===== config.mk =====
export PLATFORM = sky130hd
export DESIGN_NAME = gregorian_date_day_arithmetic
export DESIGN_NICKNAME = d
export VERILOG_FILES = /design/src/rtl/gdda_pkg.sv /design/src/rtl/gregorian_date_day_arithmetic.sv
export SDC_FILE = /design/constraint.sdc
export NUM_CORES = 1
export LEC_CHECK = 0
export BUFFER_PORTS_ARGS = -buffer_cell sky130_fd_sc_hd__clkbuf_2
export CORE_MARGIN = 1.5
export CORE_UTILIZATION = 42
export CTS_CLUSTER_DIAMETER = 150
export DETAILED_ROUTE_END_ITERATION = 7
export PLACE_DENSITY_LB_ADDON = 0.05
export SLEW_MARGIN = 20
export SYNTH_ARGS = -nofsm -noshare
export SYNTH_HDL_FRONTEND = slang
export SYNTH_SLANG_ARGS = --single-unit

===== constraint.sdc =====
create_clock -name aclk -period 8.6 [get_ports aclk]
set_input_delay 1.29 -clock aclk [delete_from_list [all_inputs] [get_ports aclk]]
set_output_delay 1.29 -clock aclk [all_outputs]
set_load 0.05 [all_outputs]

===== src/rtl/gdda_pkg.sv =====
// Shared types, constants and calendar tables for the Gregorian date day-arithmetic block.
package gdda_pkg;

    // Field widths
    localparam int YEAR_W  = 14;
    localparam int MONTH_W = 4;
    localparam int DAY_W   = 5;
    localparam int COUNT_W = 17;
    localparam int DIFF_W  = 23;
    localparam int SER_W   = 23;
    localparam int OP_W    = 2;
    localparam int STAT_W  = 2;

    // Stream word widths
    localparam int IN_DATA_W  = 40;
    localparam int OUT_DATA_W = 56;

    // Calendar range
    localparam int MAX_YEAR = 9999;
    localparam logic [YEAR_W-1:0]  DEFAULT_YEAR  = 14'd1900;
    localparam logic [MONTH_W-1:0] DEFAULT_MONTH = 4'd1;
    localparam logic [DAY_W-1:0]   DEFAULT_DAY   = 5'd1;

    // floor(p / 100) == (p * DIV100_RECIP) >> DIV100_SHIFT for all 14-bit p
    localparam logic [12:0] DIV100_RECIP = 13'd5243;
    localparam int          DIV100_SHIFT = 19;

    // Days in 400, 100, 4 and 1 year spans
    localparam logic [SER_W-1:0] DAYS_400 = 23'd146097;
    localparam logic [SER_W-1:0] DAYS_100 = 23'd36524;
    localparam logic [SER_W-1:0] DAYS_4   = 23'd1461;
    localparam logic [SER_W-1:0] DAYS_1   = 23'd365;

    // Day number of the last representable date, with 0001-01-01 as day 0
    localparam int MAX_LEAP = (((MAX_YEAR % 4) == 0) && ((MAX_YEAR % 100) != 0))
                              || ((MAX_YEAR % 400) == 0) ? 1 : 0;
    localparam int TOP_SERIAL = 365 * (MAX_YEAR - 1) + (MAX_YEAR - 1) / 4
                                - (MAX_YEAR - 1) / 100 + (MAX_YEAR - 1) / 400
                                + 364 + MAX_LEAP;

    typedef enum logic [OP_W-1:0] {
        OP_LOAD,
        OP_ADD,
        OP_SUB,
        OP_CMP
    } op_t;

    typedef enum logic [STAT_W-1:0] {
        STAT_OK,
        STAT_INVALID,
        STAT_RANGE
    } stat_t;

    typedef enum logic [3:0] {
        ST_IDLE,
        ST_YDIV,
        ST_YSUM,
        ST_DSUM,
        ST_EVAL,
        ST_RANGE,
        ST_D400,
        ST_D100,
        ST_D4,
        ST_D1,
        ST_YBLD,
        ST_MON,
        ST_DONE
    } state_t;

    // Length of a month; 0 for a code that is no month
    function automatic logic [DAY_W-1:0] month_len(input logic leap,
                                                   input logic [MONTH_W-1:0] m);
        logic [DAY_W-1:0] len;
        case (m) inside
            4'd1, 4'd3, 4'd5, 4'd7, 4'd8, 4'd10, 4'd12: len = 5'd31;
            4'd4, 4'd6, 4'd9, 4'd11:                    len = 5'd30;
            4'd2:                                       len = leap ? 5'd29 : 5'd28;
            default:                                    len = 5'd0;
        endcase
        return len;
    endfunction

    // Days before the first of a month in a common year
    function automatic logic [8:0] cum_days(input logic [MONTH_W-1:0] m);
        logic [8:0] days;
        case (m)
            4'd2:    days = 9'd31;
            4'd3:    days = 9'd59;
            4'd4:    days = 9'd90;
            4'd5:    days = 9'd120;
            4'd6:    days = 9'd151;
            4'd7:    days = 9'd181;
            4'd8:    days = 9'd212;
            4'd9:    days = 9'd243;
            4'd10:   days = 9'd273;
            4'd11:   days = 9'd304;
            4'd12:   days = 9'd334;
            default: days = 9'd0;
        endcase
        return days;
    endfunction

endpackage


===== src/rtl/gregorian_date_day_arithmetic.sv =====
// Gregorian date unit: load, add/subtract days and compare, under a small sequencer.
//
//   channel | dir | tdata                                   | tuser
//   s_      | in  | day_count, given_year, month, day (40b) | opcode (2b)
//   m_      | out | cur date, day_difference, flags (56b)   | status (2b)
//
// Load runs the day number pass once; compare runs it twice, for the given date
// and then the stored date. Add and subtract split the day number back into a
// date by repeated subtraction of 400/100/4/1-year spans and month lengths,
// one step per cycle through a single shared subtractor.
// Reset (aresetn low at a clock edge) sets the date to 1900-01-01.
// s_tready is high only while no word is in work; a finished result waits in
// the output register under m_tready stall while the next word is taken.
module gregorian_date_day_arithmetic (
    input  logic                               aclk,
    input  logic                               aresetn,
    input  logic                               s_tvalid,
    output logic                               s_tready,
    // [16:0] day_count, [30:17] given_year, [34:31] given_month, [39:35] given_day
    input  logic [gdda_pkg::IN_DATA_W-1:0]     s_tdata,
    // [1:0] opcode
    input  logic [gdda_pkg::OP_W-1:0]          s_tuser,
    output logic                               m_tvalid,
    input  logic                               m_tready,
    // [13:0] cur_year, [17:14] cur_month, [22:18] cur_day, [45:23] day_difference,
    // [46] is_greater, [47] is_equal, [48] is_less, [55:49] zero
    output logic [gdda_pkg::OUT_DATA_W-1:0]    m_tdata,
    // [1:0] status
    output logic [gdda_pkg::STAT_W-1:0]        m_tuser
);
    import gdda_pkg::*;

    state_t state_reg, state_next;

    // Stored date
    logic [YEAR_W-1:0]  cur_year_reg;
    logic [MONTH_W-1:0] cur_month_reg;
    logic [DAY_W-1:0]   cur_day_reg;

    // Accepted word
    op_t                        op_reg;
    logic signed [COUNT_W-1:0]  cnt_reg;
    logic [YEAR_W-1:0]          gy_reg;
    logic [MONTH_W-1:0]         gm_reg;
    logic [DAY_W-1:0]           gd_reg;
    logic                       use_cur_reg;
    logic                       pass_reg;

    // Day number datapath
    logic [7:0]                 q100_reg;
    logic [SER_W-1:0]           ypart_reg;
    logic                       leap_reg;
    logic [SER_W-1:0]           ser_reg;
    logic [SER_W-1:0]           gser_reg;
    logic                       valid_reg;
    logic signed [SER_W+1:0]    sum_reg;

    // Date split datapath
    logic [SER_W-1:0]           n_reg;
    logic [5:0]                 q400_reg;
    logic [1:0]                 cent_reg;
    logic [4:0]                 quad_reg;
    logic [1:0]                 yrs_reg;
    logic [YEAR_W-1:0]          yy_reg;
    logic [MONTH_W-1:0]         mm_reg;

    // Result
    stat_t                      status_reg;
    logic [DIFF_W-1:0]          diff_reg;
    logic                       gt_reg;
    logic                       eq_reg;
    logic                       lt_reg;

    // Output register
    logic                       m_valid_reg;
    logic [OUT_DATA_W-1:0]      m_data_reg;
    logic [STAT_W-1:0]          m_user_reg;

    // Operand date for the day number pass
    logic [YEAR_W-1:0]  yr;
    logic [MONTH_W-1:0] mo;
    logic [DAY_W-1:0]   dy;
    logic [YEAR_W-1:0]  p;
    logic [26:0]        prod;
    logic [YEAR_W-1:0]  rem100;
    logic               leap_y;
    logic [SER_W-1:0]   ypart_calc;
    logic [SER_W-1:0]   ser_calc;
    logic               valid_calc;

    assign yr = use_cur_reg ? cur_year_reg  : gy_reg;
    assign mo = use_cur_reg ? cur_month_reg : gm_reg;
    assign dy = use_cur_reg ? cur_day_reg   : gd_reg;
    assign p  = yr - 14'd1;

    // Year part of the day number: 365p + p/4 - p/100 + p/400
    assign prod       = 27'(p) * 27'(DIV100_RECIP);
    assign rem100     = p - 14'(q100_reg) * 14'd100;
    assign leap_y     = (rem100 == 14'd99) ? (q100_reg[1:0] == 2'd3) : (p[1:0] == 2'd3);
    assign ypart_calc = 23'(p) * 23'd365 + 23'(p[13:2]) - 23'(q100_reg)
                        + 23'(q100_reg[7:2]);

    // Month and day part, and date check
    assign ser_calc   = ypart_reg + 23'(cum_days(mo)) + 23'((mo > 4'd2) && leap_reg)
                        + 23'(dy) - 23'd1;
    assign valid_calc = (yr != 14'd0) && (yr <= 14'(MAX_YEAR))
                        && (mo >= 4'd1) && (mo <= 4'd12)
                        && (dy != 5'd0) && (dy <= month_len(leap_reg, mo));

    // Add/subtract and compare arithmetic
    logic signed [SER_W+1:0] cnt_ext;
    logic signed [SER_W+1:0] sum_calc;
    logic                    range_bad;
    logic signed [SER_W:0]   dwide;

    assign cnt_ext   = 25'(cnt_reg);
    assign sum_calc  = $signed({2'b00, ser_reg}) + ((op_reg == OP_SUB) ? -cnt_ext : cnt_ext);
    assign range_bad = sum_reg[SER_W+1] || (sum_reg[SER_W:0] > 24'(TOP_SERIAL));
    assign dwide     = $signed({1'b0, ser_reg}) - $signed({1'b0, gser_reg});

    // Shared subtractor for the date split
    logic [SER_W-1:0] sub_b;
    logic [SER_W:0]   sub_res;
    logic             fits;
    logic             step_go;

    always_comb begin
        case (state_reg)
            ST_D400: sub_b = DAYS_400;
            ST_D100: sub_b = DAYS_100;
            ST_D4:   sub_b = DAYS_4;
            ST_D1:   sub_b = DAYS_1;
            ST_MON:  sub_b = 23'(month_len(leap_reg, mm_reg));
            default: sub_b = '0;
        endcase
    end

    assign sub_res = {1'b0, n_reg} - {1'b0, sub_b};
    assign fits    = !sub_res[SER_W];

    always_comb begin
        case (state_reg)
            ST_D400: step_go = fits;
            ST_D100: step_go = fits && (cent_reg != 2'd3);
            ST_D4:   step_go = fits;
            ST_D1:   step_go = fits && (yrs_reg != 2'd3);
            ST_MON:  step_go = fits && (mm_reg < 4'd12);
            default: step_go = 1'b0;
        endcase
    end

    // Handshake controls
    logic s_fire;
    logic out_load;

    always_comb begin
        s_tready = (state_reg == ST_IDLE);
        out_load = (state_reg == ST_DONE) && (!m_valid_reg || m_tready);
    end

    assign s_fire = s_tvalid && s_tready;

    // Next state
    always_comb begin
        state_next = state_reg;
        unique case (state_reg)
            ST_IDLE:  if (s_tvalid) state_next = ST_YDIV;
            ST_YDIV:  state_next = ST_YSUM;
            ST_YSUM:  state_next = ST_DSUM;
            ST_DSUM:  state_next = ST_EVAL;
            ST_EVAL: begin
                unique case (op_reg) inside
                    OP_ADD, OP_SUB: state_next = ST_RANGE;
                    OP_CMP:         state_next = (!pass_reg && valid_reg) ? ST_YDIV : ST_DONE;
                    default:        state_next = ST_DONE;
                endcase
            end
            ST_RANGE: state_next = range_bad ? ST_DONE : ST_D400;
            ST_D400:  if (!step_go) state_next = ST_D100;
            ST_D100:  if (!step_go) state_next = ST_D4;
            ST_D4:    if (!step_go) state_next = ST_D1;
            ST_D1:    if (!step_go) state_next = ST_YBLD;
            ST_YBLD:  state_next = ST_MON;
            ST_MON:   if (!step_go) state_next = ST_DONE;
            ST_DONE:  if (out_load) state_next = ST_IDLE;
            default:  state_next = ST_IDLE;
        endcase
    end

    always_ff @(posedge aclk) begin
        if (!aresetn) begin
            state_reg <= ST_IDLE;
        end else begin
            state_reg <= state_next;
        end
    end

    // Stored date and output valid
    always_ff @(posedge aclk) begin
        if (!aresetn) begin
            cur_year_reg  <= DEFAULT_YEAR;
            cur_month_reg <= DEFAULT_MONTH;
            cur_day_reg   <= DEFAULT_DAY;
            m_valid_reg   <= 1'b0;
        end else begin
            if (state_reg == ST_EVAL && op_reg == OP_LOAD) begin
                if (valid_reg) begin
                    cur_year_reg  <= gy_reg;
                    cur_month_reg <= gm_reg;
                    cur_day_reg   <= gd_reg;
                end else begin
                    cur_year_reg  <= DEFAULT_YEAR;
                    cur_month_reg <= DEFAULT_MONTH;
                    cur_day_reg   <= DEFAULT_DAY;
                end
            end
            if (state_reg == ST_MON && !step_go) begin
                cur_year_reg  <= yy_reg;
                cur_month_reg <= mm_reg;
                cur_day_reg   <= 5'(n_reg) + 5'd1;
            end
            if (out_load) begin
                m_valid_reg <= 1'b1;
            end else if (m_tready) begin
                m_valid_reg <= 1'b0;
            end
        end
    end

    // Sequenced datapath
    always_ff @(posedge aclk) begin
        if (s_fire) begin
            op_reg      <= op_t'(s_tuser);
            cnt_reg     <= s_tdata[16:0];
            gy_reg      <= s_tdata[30:17];
            gm_reg      <= s_tdata[34:31];
            gd_reg      <= s_tdata[39:35];
            use_cur_reg <= (op_t'(s_tuser) == OP_ADD) || (op_t'(s_tuser) == OP_SUB);
            pass_reg    <= 1'b0;
            status_reg  <= STAT_OK;
            diff_reg    <= '0;
            gt_reg      <= 1'b0;
            eq_reg      <= 1'b0;
            lt_reg      <= 1'b0;
        end

        case (state_reg)
            ST_YDIV: q100_reg <= prod[26:DIV100_SHIFT];
            ST_YSUM: begin
                ypart_reg <= ypart_calc;
                leap_reg  <= leap_y;
            end
            ST_DSUM: begin
                ser_reg   <= ser_calc;
                valid_reg <= valid_calc;
            end
            ST_EVAL: begin
                case (op_reg) inside
                    OP_LOAD: begin
                        if (!valid_reg) status_reg <= STAT_INVALID;
                    end
                    OP_ADD, OP_SUB: sum_reg <= sum_calc;
                    default: begin
                        if (!pass_reg) begin
                            // keep the given day number, then run the stored date
                            if (!valid_reg) begin
                                status_reg <= STAT_INVALID;
                            end else begin
                                gser_reg    <= ser_reg;
                                pass_reg    <= 1'b1;
                                use_cur_reg <= 1'b1;
                            end
                        end else begin
                            gt_reg <= !dwide[SER_W] && (dwide != '0);
                            eq_reg <= (dwide == '0);
                            lt_reg <= dwide[SER_W];
                            if (!dwide[SER_W] && dwide[SER_W-1]) begin
                                diff_reg <= {1'b0, {(DIFF_W-1){1'b1}}};
                            end else if (dwide[SER_W] && !dwide[SER_W-1]) begin
                                diff_reg <= {1'b1, {(DIFF_W-1){1'b0}}};
                            end else begin
                                diff_reg <= dwide[DIFF_W-1:0];
                            end
                        end
                    end
                endcase
            end
            ST_RANGE: begin
                if (range_bad) begin
                    status_reg <= STAT_RANGE;
                end else begin
                    n_reg    <= sum_reg[SER_W-1:0];
                    q400_reg <= '0;
                    cent_reg <= '0;
                    quad_reg <= '0;
                    yrs_reg  <= '0;
                end
            end
            ST_D400: if (step_go) begin
                n_reg    <= sub_res[SER_W-1:0];
                q400_reg <= q400_reg + 6'd1;
            end
            ST_D100: if (step_go) begin
                n_reg    <= sub_res[SER_W-1:0];
                cent_reg <= cent_reg + 2'd1;
            end
            ST_D4: if (step_go) begin
                n_reg    <= sub_res[SER_W-1:0];
                quad_reg <= quad_reg + 5'd1;
            end
            ST_D1: if (step_go) begin
                n_reg   <= sub_res[SER_W-1:0];
                yrs_reg <= yrs_reg + 2'd1;
            end
            ST_YBLD: begin
                // rebuild the year and its leap flag from the span counts
                yy_reg   <= 14'(q400_reg) * 14'd400 + 14'(cent_reg) * 14'd100
                            + 14'(quad_reg) * 14'd4 + 14'(yrs_reg) + 14'd1;
                leap_reg <= (yrs_reg == 2'd3) && !((quad_reg == 5'd24) && (cent_reg != 2'd3));
                mm_reg   <= 4'd1;
            end
            ST_MON: if (step_go) begin
                n_reg  <= sub_res[SER_W-1:0];
                mm_reg <= mm_reg + 4'd1;
            end
            default: ;
        endcase

        // Capture the result word
        if (out_load) begin
            m_data_reg <= {7'd0, lt_reg, eq_reg, gt_reg, diff_reg,
                           cur_day_reg, cur_month_reg, cur_year_reg};
            m_user_reg <= status_reg;
        end
    end

    assign m_tvalid = m_valid_reg;
    assign m_tdata  = m_data_reg;
    assign m_tuser  = m_user_reg;

    // Stored date keeps a nonzero year, a month of 1 to 12 and a nonzero day
    a_date_valid: assert property (@(posedge aclk) disable iff (!aresetn)
        (cur_year_reg != 14'd0) && (cur_month_reg >= 4'd1) && (cur_month_reg <= 4'd12)
        && (cur_day_reg != 5'd0))
        else $error("stored date left the valid range");

    // One word in work at a time
    a_busy_after_accept: assert property (@(posedge aclk) disable iff (!aresetn)
        (s_tvalid && s_tready) |=> !s_tready)
        else $error("input taken again while a word is in work");

    // Result register is only filled from the finishing step
    a_out_from_done: assert property (@(posedge aclk) disable iff (!aresetn)
        $rose(m_valid_reg) |-> $past(state_reg == ST_DONE))
        else $error("result word raised outside the finishing step");

    // Month stepping starts with less than one year of days left
    a_month_bound: assert property (@(posedge aclk) disable iff (!aresetn)
        (state_reg == ST_MON) |-> (n_reg < 23'd366) && (mm_reg >= 4'd1) && (mm_reg <= 4'd12))
        else $error("month stepping out of range");

endmodule

Yosys cells after proc, flatten, opt, wreduce, memory -nomap -nowiden
Memories as Yosys holds them, arrays and structs flattened.
Index checks and enable logic that the tools add are counted.
- register bits after elaboration: 311
- ROM bits: 144
- bits of input ports: 46
- output and inout port bits: 60
- word-level logic and storage cells: 288
- memories kept: 1
- memories (memory ; words ; width ; read ports ; clocked after Yosys merged registers in ; wr ports ; RTL line ; text):
    (no name shown) ; 16 ; 9 ; 1 ; 0 ; 0 ; gdda_pkg.sv:86 ; case (m)
- add/subtract/negate cells: 23
- multiply operators: 5
- order comparisons: 7
- equality and inequality tests: 62
- muxes and demuxes: 94
- bitwise logic cells: 3
- reductions and logical operators: 60
- operators by type and width (cell ; count):
    $mux W23 ; 9
    $pmux W18 S5 ; 1
    $eq A4 B4 Y1 const B ; 15
    $mux W5 ; 12
    $mux W14 ; 4
    $mux W4 ; 14
    $pmux W4 S13 ; 1
    $eq A4 B3 Y1 const B ; 12
    $sub A23 B23 Y24 ; 2
    $pmux W23 S2 ; 1
    $mux W1 ; 31
    $ne A2 B2 Y1 const B ; 15
    $mul A14 B13 Y27 const B ; 1
    $add A24 B25 Y25 ; 1
    $mux W25 ; 1
    $neg A17 Y25 ; 1
    $eq A4 B2 Y1 const B ; 6
    $gt A24 B22 Y1 const B ; 1
    $logic_not A24 Y1 ; 1
    $reduce_bool A24 Y1 ; 1
    $add A23 B1 Y23 ; 1
    $add A23 B12 Y23 ; 1
    $add A23 B5 Y23 ; 1
    $add A23 B6 Y23 ; 1
    54 further kinds ; 120

Longest topological paths before layout
Gate-level depths: netlist of the first run.
- depth in word-level cells: 12
- mapped depth: 31
- gate-level depth less buffers: 29

Worst setup path after synthesis of the first run
No wires, ideal clock.
- path kind: register -> register
- start point: reg use_cur_reg
- end point: reg q100_reg[7], data pin
- setup time: 0.260 ns
- data arrival time: 8.187 ns
- required time: 8.340 ns
- path slack: 0.154 ns
- cell stages (with the launch flop): 30
- buffers on the path: 2
- clock period less this slack: 8.446 ns
- cells stage by stage: dfxtp_1 > buf_6 > clkbuf_1 > mux2i_1 > ha_1 > inv_1 > o211ai_1 > nor4_1 > xnor2_1 > o21ai_0 > inv_1 > fa_1 > inv_1 > ha_1 > ha_1 > fa_1 > inv_1 > fa_1 > inv_1 > ha_1 > a21o_1 > a21o_1 > a211o_1 > a31oi_1 > o31a_1 > o21ai_0 > o41ai_1 > o21bai_1 > a21oi_1 > xnor2_1
- word-level cells in the longest chain between the ends: 3
- ends and longest elaborated chain (element ; RTL line ; text):
    start, declared ; gregorian_date_day_arithmetic.sv:46 ; logic use_cur_reg;
    start signal, assigned ; gregorian_date_day_arithmetic.sv:238 ; use_cur_reg <= (op_t'(s_tuser) == OP_ADD) || (op_t'(s_tuser) == OP_SUB);
    $mux W14 ; gregorian_date_day_arithmetic.sv:91 ; assign yr = use_cur_reg ? cur_year_reg : gy_reg;
    $sub A14 B1 Y14 ; gregorian_date_day_arithmetic.sv:94 ; assign p = yr - 14'd1;
    $mul A14 B13 Y27 ; gregorian_date_day_arithmetic.sv:97 ; assign prod = 27'(p) * 27'(DIV100_RECIP);
    via prod[26] ; gregorian_date_day_arithmetic.sv:84 ; logic [26:0] prod;
    end signal, assigned ; gregorian_date_day_arithmetic.sv:248 ; ST_YDIV: q100_reg <= prod[26:DIV100_SHIFT];
    end, declared ; gregorian_date_day_arithmetic.sv:50 ; logic [7:0] q100_reg;
The timed path passes the listed nets, and every way through them passes these cells.
A chain may end at the register's enable or synchronous reset.

Worst setup path in the final report of the first run
Ends and elaborated chain as after synthesis.

==> impl_metrics.csv, run 1 <==
group,metric,value,unit
timing,max_transition_margin,0.282,
synthesis,number_of_flip_flops_and_latches_in_the_synthesized_netlist,311,
timing,layout_min_cycle_time,7600,ps
synthesis,netlist_top_cells_area,"sky130_fd_sc_hd__edfxtp_1, sky130_fd_sc_hd__ha_1, sky130_fd_sc_hd__fa_1",
finish,insertedDiodeCount,0,
synthesis,synth.lib_cells_used.distinct,86,
detailed_routing,wl,66000,um
detailed_routing,vias,18431,
timing,worst_clock_skew,24.7,ps
cts,cts-root-to-sink-buffers,3,
job,cap_violations,0,
cts,clock-root-buffer,"sky130_fd_sc_hd__clkbuf_16",
timing,setup_violations,0,
timing,rsz_0062_raised_after_global_routing,"no",
worst_setup_path,end_kind,"register",
cts,cts_hold_buf,0,
floorplan,die-width,253,um
global_route,grt_start_max_net_pins,48,
global_route,grt_overflow_total,0,
cts,tritoncts,"yes",
worst_setup_path,worst-endpoint-arrival,7910,ps
placement,gpl.final_weighted_congestion,0.895,
cts,post_cts_resized,0,
timing,slew_viol_final,0,
placement,port-buffer-count,98,
synthesis,syn_avg_cell_area,10.3,um^2
synthesis,synth-main-ff-cell,"sky130_fd_sc_hd__edfxtp_1",
cts,cts.repair_timing.setup_buffer_count,0,
timing,fmax_achieved,132,MHz
finish,final_layout_size_suffix_gt1_frac,0.0886,
finish,largest_register_ffs,49,
finish,syn2layout_area_growth,11.3,%
timing,tns,0,ps
worst_setup_path,worst_path_maximum_fanout,34,
detailed_routing,vias_per_cell,5.21,
cts,tritoncts.num_buffers,40,
worst_setup_path,required,8910,ps
cts,h-tree-depth,2,
floorplan,io-pin-count,106,
cts,clock_net_sink_count,311,
worst_setup_path,timing.critical_path.mode_cell,"sky130_fd_sc_hd__inv_1",
synthesis,number_of_enable_flip_flop_cells_after_synthesis,253,
detailed_routing,first_drt_pass_iteration_count,5,
worst_setup_path,worst_path_largest_cell_delay,790,ps
floorplan,die_outline_area,63800,um^2
global_route,number_of_global_route_vias_before_repair,18959,
synthesis,netlist.area_leader.share,0.290,
finish,design.final.nets,3236,
outcome,result_of_the_run,"complete, no violations",
floorplan,core_region_area,61600,um^2
min_path,min-delay-path-class,"reg -> reg",
synthesis,post-synth-top-area-cell,"sky130_fd_sc_hd__edfxtp_1",
global_route,globalRouteTotalUtil,0.212,
global_route,grt_pass1_wl,105000,um
timing,hold_viol,0,
cts,worstSkewPairLatency,570,ps
global_route,antenna_found_initial,0,
detailed_routing,avgRoutedWirePerCell,18.7,um
synthesis,part_of_the_yosys_area_used_for_sequential_elements,0.335,
floorplan,die_height,253,um
detailed_routing,ant_nets,0,
detailed_routing,initialDrtViolationCount,981,
synthesis,synth_area,26200,um^2
synthesis,synthesis.instances,2550,
worst_setup_path,timing.critical_path.slowest_stage_cell,"sky130_fd_sc_hd__o21ai_1",
detailed_routing,drc,0,
timing,worst_max_slew_pin_slew,1080,ps
synthesis,yosys_warnings,0,
finish,fill_cells,5806,
placement,post-dp-hpwl,53600,um
cts,clk_pin_slew_worst_paths,60,ps
worst_setup_path,cp-start-kind,"register",
timing,layout_worst_path_cycle_share,0.884,
synthesis,asr_flop_ratio_synth,0,
worst_setup_path,worstSetupPathType,"reg -> reg",
floorplan,initial_utilization,0.425,
floorplan,num_rows,91,
## worst paths after layout
kind / start / endpoint / slack (ps) / cells past startpoint
min reg2reg: status_reg[1] / m_tuser[1] / 430 / 0
max reg2reg: use_cur_reg / q100_reg[7] / 1000 / 25
max: use_cur_reg / q100_reg[7] / 1000 / 25
min: status_reg[1] / m_tuser[1] / 430 / 0
## critical path, delay by kind of cell, from the launching register on
kind	cells	cell delay (ps)
compound gates	10	2850
mux	1	360
flops	1	400
fa+ha+maj	6	2430
simple gates	1	200
buf+inv	5	930
xor+xnor	2	160
## logic make-up after synthesis
kind of cell | share of synthesized area
and+or+nand+nor | 0.107
adders and majority gates | 0.302
buffers and inverters | 0.0684
AOI/OAI and AO/OA | 0.115
DFF | 0.335
xor gates and xnor gates | 0.0594
muxes | 0.0132
other | 0.000143
## per-layer routing
layer | vias up | part of all wire | track usage
li1 | 9087 | - | -
met5 | - | 0 | 0
met1 | 8975 | 0.45 | 0.279
met4 | 0 | 0.025 | 0.0582
met3 | 80 | 0.032 | 0.0235
met2 | 289 | 0.50 | 0.367
## area by class of cell
class                   instances  area (um^2)  share of cell area
clock buffers                  52         1120              0.0384
multi-input cells            1778        15700               0.539
inverters                     407         1530              0.0525
well taps                     837         1050              0.0360
flip-flops and latches        311         8760               0.301
clock inverters                22          265             0.00911
repair buffers                128          716              0.0246
## cells in the final DEF (no fill, tap or decap), drive strengths merged, types with 8 or more instances in the layout
cell and n:
ha 373, edfxtp 253, fa 151, nor4 9
mux2i 25, or2 12, and3 24, a21o 39
nand2b 28, xnor2 128, o211a 13, and2 9
nand4 14, dfxtp 58, xor2 46, o211ai 19
nand2 108, nor3 48, o21a 23, maj3 21
a31oi 16, a211oi 8, or3 14, o21bai 15
nor2 131, clkinv 11, o31ai 19, buf 30
o21ai 123, a21boi 8, clkbuf 150, o41ai 10
a21oi 113, nand3b 12, nand3 92, nor2b 39
inv 411
## cell usage after synthesis, types with 12 or more instances
master / instances
sky130_fd_sc_hd__o211ai_1: 19
sky130_fd_sc_hd__inv_1: 406
sky130_fd_sc_hd__nor2b_1: 39
sky130_fd_sc_hd__o31ai_1: 17
sky130_fd_sc_hd__fa_1: 151
sky130_fd_sc_hd__mux2i_1: 23
sky130_fd_sc_hd__nor2_1: 131
sky130_fd_sc_hd__nor3_1: 48
sky130_fd_sc_hd__edfxtp_1: 253
sky130_fd_sc_hd__a21oi_1: 112
sky130_fd_sc_hd__nand3b_1: 12
sky130_fd_sc_hd__o211a_1: 13
sky130_fd_sc_hd__o21ai_0: 112
sky130_fd_sc_hd__and3_1: 24
sky130_fd_sc_hd__o21bai_1: 15
sky130_fd_sc_hd__xor2_1: 46
sky130_fd_sc_hd__or3_1: 14
sky130_fd_sc_hd__nand2b_1: 28
sky130_fd_sc_hd__nand3_1: 92
sky130_fd_sc_hd__nand4_1: 14
sky130_fd_sc_hd__o21a_1: 23
sky130_fd_sc_hd__nand2_1: 108
sky130_fd_sc_hd__a21o_1: 39
sky130_fd_sc_hd__ha_1: 373
sky130_fd_sc_hd__clkbuf_1: 44
sky130_fd_sc_hd__xnor2_1: 127
sky130_fd_sc_hd__maj3_1: 21
sky130_fd_sc_hd__a31oi_1: 15
sky130_fd_sc_hd__dfxtp_1: 58
## metrics by stage
stage               hold WS (ps)   util  cells  cell area, um^2  setup WS [ps]
global placement             415  0.450   3461            27700           1080
global route                 440  0.473   3535            29100            392
finish                       430  0.473   3535            29100            996
floorplan                    400      -   2556            26200            154
CTS                          433  0.473   3535            29100            888
detailed placement           417  0.450   3461            27700            964
Power of run 1 is left out: the tool's default activity adds up to more than one toggle a clock period on the data nets, which glitch-free logic cannot reach.
==> inputs of run 2 (changes only) <==
Settings changed: REMOVE_ABC_BUFFERS set to 1.
==> impl_metrics.csv, run 2 (synthesis gave the netlist of run 1 again) <==
group,metric,value,unit
timing,rsz_0062_raised_after_global_routing,"no",
finish,largest_register_ffs,49,
timing,worst_max_slew_pin_slew,1040,ps
global_route,globalRouteTotalUtil,0.207,
timing,layout_min_cycle_time,7870,ps
detailed_routing,vias,18326,
worst_setup_path,worst-endpoint-arrival,8160,ps
worst_setup_path,worst_r2r_startpoint,"use_cur_reg",
global_route,grt_overflow_total,0,
finish,design.final.nets,3239,
timing,fmax_achieved,127,MHz
detailed_routing,vias_per_cell,5.18,
timing,setup_violations,0,
floorplan,die-width,253,um
worst_setup_path,ff2ff_path_depth,28,
worst_setup_path,required,8890,ps
global_route,number_of_global_route_vias_before_repair,18518,
worst_setup_path,end_kind,"register",
global_route,antenna_found_initial,0,
min_path,min_from,"diff_reg[0]",
cts,clk_pin_slew_worst_paths,60,ps
worst_setup_path,worstReg2RegEnd,"q100_reg[7]",
detailed_routing,initialDrtViolationCount,989,
cts,post_cts_resized,0,
min_path,holdPathStages,0,
finish,insertedDiodeCount,0,
timing,tns,0,ps
floorplan,num_rows,91,
finish,multiInputGateArea,15700,um^2
cts,tritoncts.num_buffers,39,
detailed_routing,ant_nets,0,
finish,register_area,8760,um^2
job,cap_violations,0,
cts,h-tree-depth,2,
worst_setup_path,critical_path.n_buffers_inverters,6,
timing,slew_viol_final,0,
worst_setup_path,worst_path_top_cell_family_by_delay,"compound AO/OA/AOI/OAI gates",
timing,max_transition_margin,0.295,
timing,postLayoutSetupSlackWorst,731,ps
placement,port-buffer-count,98,
finish,final_layout_size_suffix_gt1_frac,0.0896,
finish,fill_cells,5800,
global_route,grt_pass1_wl,103000,um
worst_setup_path,worstSetupPathType,"reg -> reg",
floorplan,die_outline_area,63800,um^2
cts,clock-root-buffer,"sky130_fd_sc_hd__clkbuf_16",
cts,clock_net_sink_count,311,
worst_setup_path,timing.critical_path.slowest_stage_cell,"sky130_fd_sc_hd__dfxtp_2",
cts,cts_hold_buf,0,
cts,cts.repair_timing.setup_buffer_count,0,
placement,post-dp-hpwl,52400,um
detailed_routing,first_drt_pass_iteration_count,5,
cts,worstSkewPairLatency,560,ps
placement,gpl.final_weighted_congestion,0.884,
outcome,result_of_the_run,"complete, no violations",
finish,syn2layout_area_growth,11.2,%
timing,worst_clock_skew,23.5,ps
finish,final_common_cell,"sky130_fd_sc_hd__inv_1",
finish,highest_count_cells_in_the_layout_ignoring_fill_and_taps,"sky130_fd_sc_hd__inv_1, sky130_fd_sc_hd__ha_1, sky130_fd_sc_hd__edfxtp_1",
worst_setup_path,timing.reg2reg.setup_slack,730,ps
detailed_routing,drc,0,
worst_setup_path,cp-start-kind,"register",
floorplan,core_region_area,61600,um^2
timing,hold_viol,0,
min_path,min-delay-path-class,"reg -> reg",
min_path,hold-path-endpoint,"m_tdata[23]",
timing,layout_worst_path_cycle_share,0.915,
floorplan,die_height,253,um
worst_setup_path,worst_path_largest_cell_delay,680,ps
cts,cts-root-to-sink-buffers,3,
floorplan,io-pin-count,106,
cts,tritoncts,"yes",
worst_setup_path,timing.critical_path.mode_cell,"sky130_fd_sc_hd__inv_1",
floorplan,initial_utilization,0.425,
detailed_routing,wl,65000,um
global_route,grt_start_max_net_pins,48,
worst_setup_path,worst_path_maximum_fanout,25,
placement,detailedPlace.worstSlack,728,ps
detailed_routing,avgRoutedWirePerCell,18.4,um
## run 2: cell types whose count changed in the layout (fill, tap and decap cells not counted), sizes merged
cell | previous run | this run
buf | 30 | 34
inv | 411 | 408
clkinv | 11 | 9
bufinv | 5 | 3
clkbuf | 150 | 155
## run 2: layout make-up
class,count,share of cell area
clock buffer,57,0.0397
multi-input combinational,1778,0.539
inverter,407,0.0525
clock inverter,15,0.00619
timing repair buffer,132,0.0259
sequential,311,0.301
tap,837,0.0360
## run 2: worst max-delay path by stage
stage / slack [ps] / startpoint / cells past startpoint / end
after floorplan: -250 / use_cur_reg / 27 / q100_reg[7]
after global placement: 860 / use_cur_reg / 28 / q100_reg[7]
after detailed placement: 730 / use_cur_reg / 28 / q100_reg[7]
after CTS: 680 / use_cur_reg / 28 / q100_reg[7]
after global routing: 110 / use_cur_reg / 28 / q100_reg[7]
final: 730 / use_cur_reg / 28 / q100_reg[7]
## run 2: per-layer routing
layer | GRT usage | routed length [um] | up-vias
li1 | - | - | 9100
met1 | 0.276 | 29900 | 8844
met2 | 0.359 | 31600 | 315
met3 | 0.0206 | 2120 | 67
met4 | 0.0520 | 1390 | 0
met5 | 0 | 0 | -
## run 2: stage by stage
stage	cells	util	hold WS, ps	area, um^2
floorplan	2496	-	400	25900
global placement	3464	0.451	412	27800
detailed placement	3464	0.451	415	27800
CTS	3536	0.472	428	29100
global route	3537	0.472	440	29100
finish	3537	0.472	428	29100
Power of run 2 is left out for the same reason.
==> inputs of run 3 (changes only) <==
Settings changed: CORE_MARGIN 1.5 to 4, CORE_UTILIZATION 42 to 55, RECOVER_POWER set to 50.
==> impl_metrics.csv, run 3 (synthesis gave the netlist of run 1 again) <==
group,metric,value,unit
cts,tritoncts.num_buffers,36,
worst_setup_path,timing.reg2reg.setup_slack,650,ps
floorplan,die-width,226,um
detailed_routing,vias_per_cell,5.57,
timing,final.hold.worst_slack,428,ps
cts,tritoncts,"yes",
min_path,min-delay-path-class,"reg -> reg",
timing,worst_clock_skew,35.8,ps
finish,final_cells,3294,
cts,post_cts_resized,0,
finish,design.final.nets,3229,
global_route,grt_overflow_total,0,
floorplan,die_outline_area,51100,um^2
timing,worst_max_slew_pin_slew,2210,ps
finish,final_common_cell,"sky130_fd_sc_hd__inv_1",
timing,max_transition_margin,-0.481,
finish,final_design_area_no_fill,28600,um^2
timing,layout_worst_path_cycle_share,0.925,
floorplan,io-pin-count,106,
detailed_routing,ant_nets,0,
finish,register_area,8760,um^2
timing,postLayoutSetupSlackWorst,648,ps
finish,highest_count_cells_in_the_layout_ignoring_fill_and_taps,"sky130_fd_sc_hd__inv_1, sky130_fd_sc_hd__ha_1, sky130_fd_sc_hd__edfxtp_1",
worst_setup_path,required,8910,ps
placement,dp_cells,3228,
timing,slew_viol_final,86,
worst_setup_path,worst_setup_path_startpoint,"use_cur_reg",
timing,layout_min_cycle_time,7950,ps
cts,cts.repair_timing.setup_buffer_count,0,
cts,cts-root-to-sink-buffers,3,
cts,worstSkewPairLatency,560,ps
finish,multiInputGateArea,15700,um^2
global_route,grt_start_max_net_pins,48,
floorplan,initial_utilization,0.560,
cts,clk_pin_slew_worst_paths,70,ps
global_route,globalRouteTotalUtil,0.244,
placement,gpl.final_weighted_congestion,0.905,
min_path,min_from,"diff_reg[10]",
outcome,result_of_the_run,"complete, but fails checks",
timing,fmax_achieved,126,MHz
cts,clock_net_sink_count,311,
timing,setup_violations,0,
finish,fill_cells,3986,
floorplan,num_rows,79,
worst_setup_path,worst_r2r_startpoint,"use_cur_reg",
detailed_routing,vias,18356,
detailed_routing,initialDrtViolationCount,986,
placement,dpl-instance-area,27400,um^2
outcome,failed_checks,"max-capacitance violations, max-slew violations",
floorplan,core_region_area,46800,um^2
detailed_routing,wl_met1,28000,um
placement,port-buffer-count,98,
finish,syn2layout_area_growth,9.20,%
placement,detailedPlace.worstSlack,579,ps
worst_setup_path,cp-start-kind,"register",
finish,largest_register_ffs,49,
cts,h-tree-depth,2,
detailed_routing,wl,62400,um
global_route,antenna_found_initial,0,
finish,final_layout_size_suffix_gt1_frac,0.0566,
global_route,grt_pass1_wl,98400,um
job,cap_violations,4,
cts,clock-root-buffer,"sky130_fd_sc_hd__clkbuf_16",
detailed_routing,drc,0,
cts,cts_hold_buf,0,
detailed_routing,avgRoutedWirePerCell,18.9,um
worst_setup_path,worstSetupPathType,"reg -> reg",
worst_setup_path,end_kind,"register",
detailed_routing,met2_routed_wirelength,30600,um
detailed_routing,first_drt_pass_iteration_count,4,
global_route,number_of_global_route_vias_before_repair,18324,
detailed_routing,top_layer_used,"met4",
worst_setup_path,worst_path_maximum_fanout,16,
timing,hold_viol,0,
worst_setup_path,worst-endpoint-arrival,8270,ps
floorplan,die_height,226,um
timing,rsz_0062_raised_after_global_routing,"no",
finish,insertedDiodeCount,0,
detailed_routing,detailroute.wirelength.met3,2080,um
placement,post-dp-hpwl,49900,um
-- run 3: cell types whose count changed in the layout (fill, tap and decap cells not counted), sizes merged --
| cell | change |
|---|---|
| inv | -1 |
| clkinv | +3 |
| bufinv | +1 |
| buf | -11 |
| clkbuf | -5 |
-- run 3: layout make-up --
type                            instances  area share
Multi-Input combinational cell       1778       0.548
Sequential cell                       311       0.307
Inverter                              407      0.0535
Clock buffer                           48      0.0367
Tap cell                              607      0.0266
Timing Repair Buffer                  125      0.0206
Clock inverter                         18     0.00784
-- run 3: stage by stage --
stage                     utilization  TNS [ps]
after detailed placement        0.587         0
after global placement          0.587         0
after global routing            0.611         0
final                           0.611         0
after floorplan                     -      -650
after CTS                       0.614         0
-- run 3: worst max-delay path: stages, from the launching register on --
cell and delay [ps]:
sky130_fd_sc_hd__dfxtp_2 650, sky130_fd_sc_hd__mux2i_1 450, sky130_fd_sc_hd__ha_1 220, sky130_fd_sc_hd__inv_1 70, sky130_fd_sc_hd__o211ai_1 440, sky130_fd_sc_hd__a21oi_2 140, sky130_fd_sc_hd__xnor2_1 480, sky130_fd_sc_hd__inv_2 260
sky130_fd_sc_hd__ha_1 370, sky130_fd_sc_hd__inv_1 100, sky130_fd_sc_hd__fa_1 520, sky130_fd_sc_hd__inv_1 70, sky130_fd_sc_hd__fa_1 470, sky130_fd_sc_hd__fa_1 490, sky130_fd_sc_hd__inv_1 60, sky130_fd_sc_hd__fa_1 530
sky130_fd_sc_hd__inv_1 40, sky130_fd_sc_hd__ha_1 200, sky130_fd_sc_hd__a21o_1 180, sky130_fd_sc_hd__a21o_1 170, sky130_fd_sc_hd__a211o_1 280, sky130_fd_sc_hd__a31oi_1 180, sky130_fd_sc_hd__o31a_1 250, sky130_fd_sc_hd__o21ai_0 190
sky130_fd_sc_hd__o41ai_1 460, sky130_fd_sc_hd__o21bai_1 160, sky130_fd_sc_hd__a21oi_1 200, sky130_fd_sc_hd__xnor2_1 80
-- run 3: final timing paths --
kind                 endpoint  cells past startpoint
hold reg to reg   m_tdata[33]                      0
setup reg to reg  q100_reg[7]                     27
hold / removal    m_tdata[33]                      0
setup / recovery  q100_reg[7]                     27
-- run 3: routing by layer --
metal | up-vias | track usage
li1 | 9081 | -
met1 | 8887 | 0.329
met2 | 305 | 0.424
met3 | 83 | 0.0246
met4 | 0 | 0.0679
met5 | - | 0
Power of run 3 is left out for the same reason.
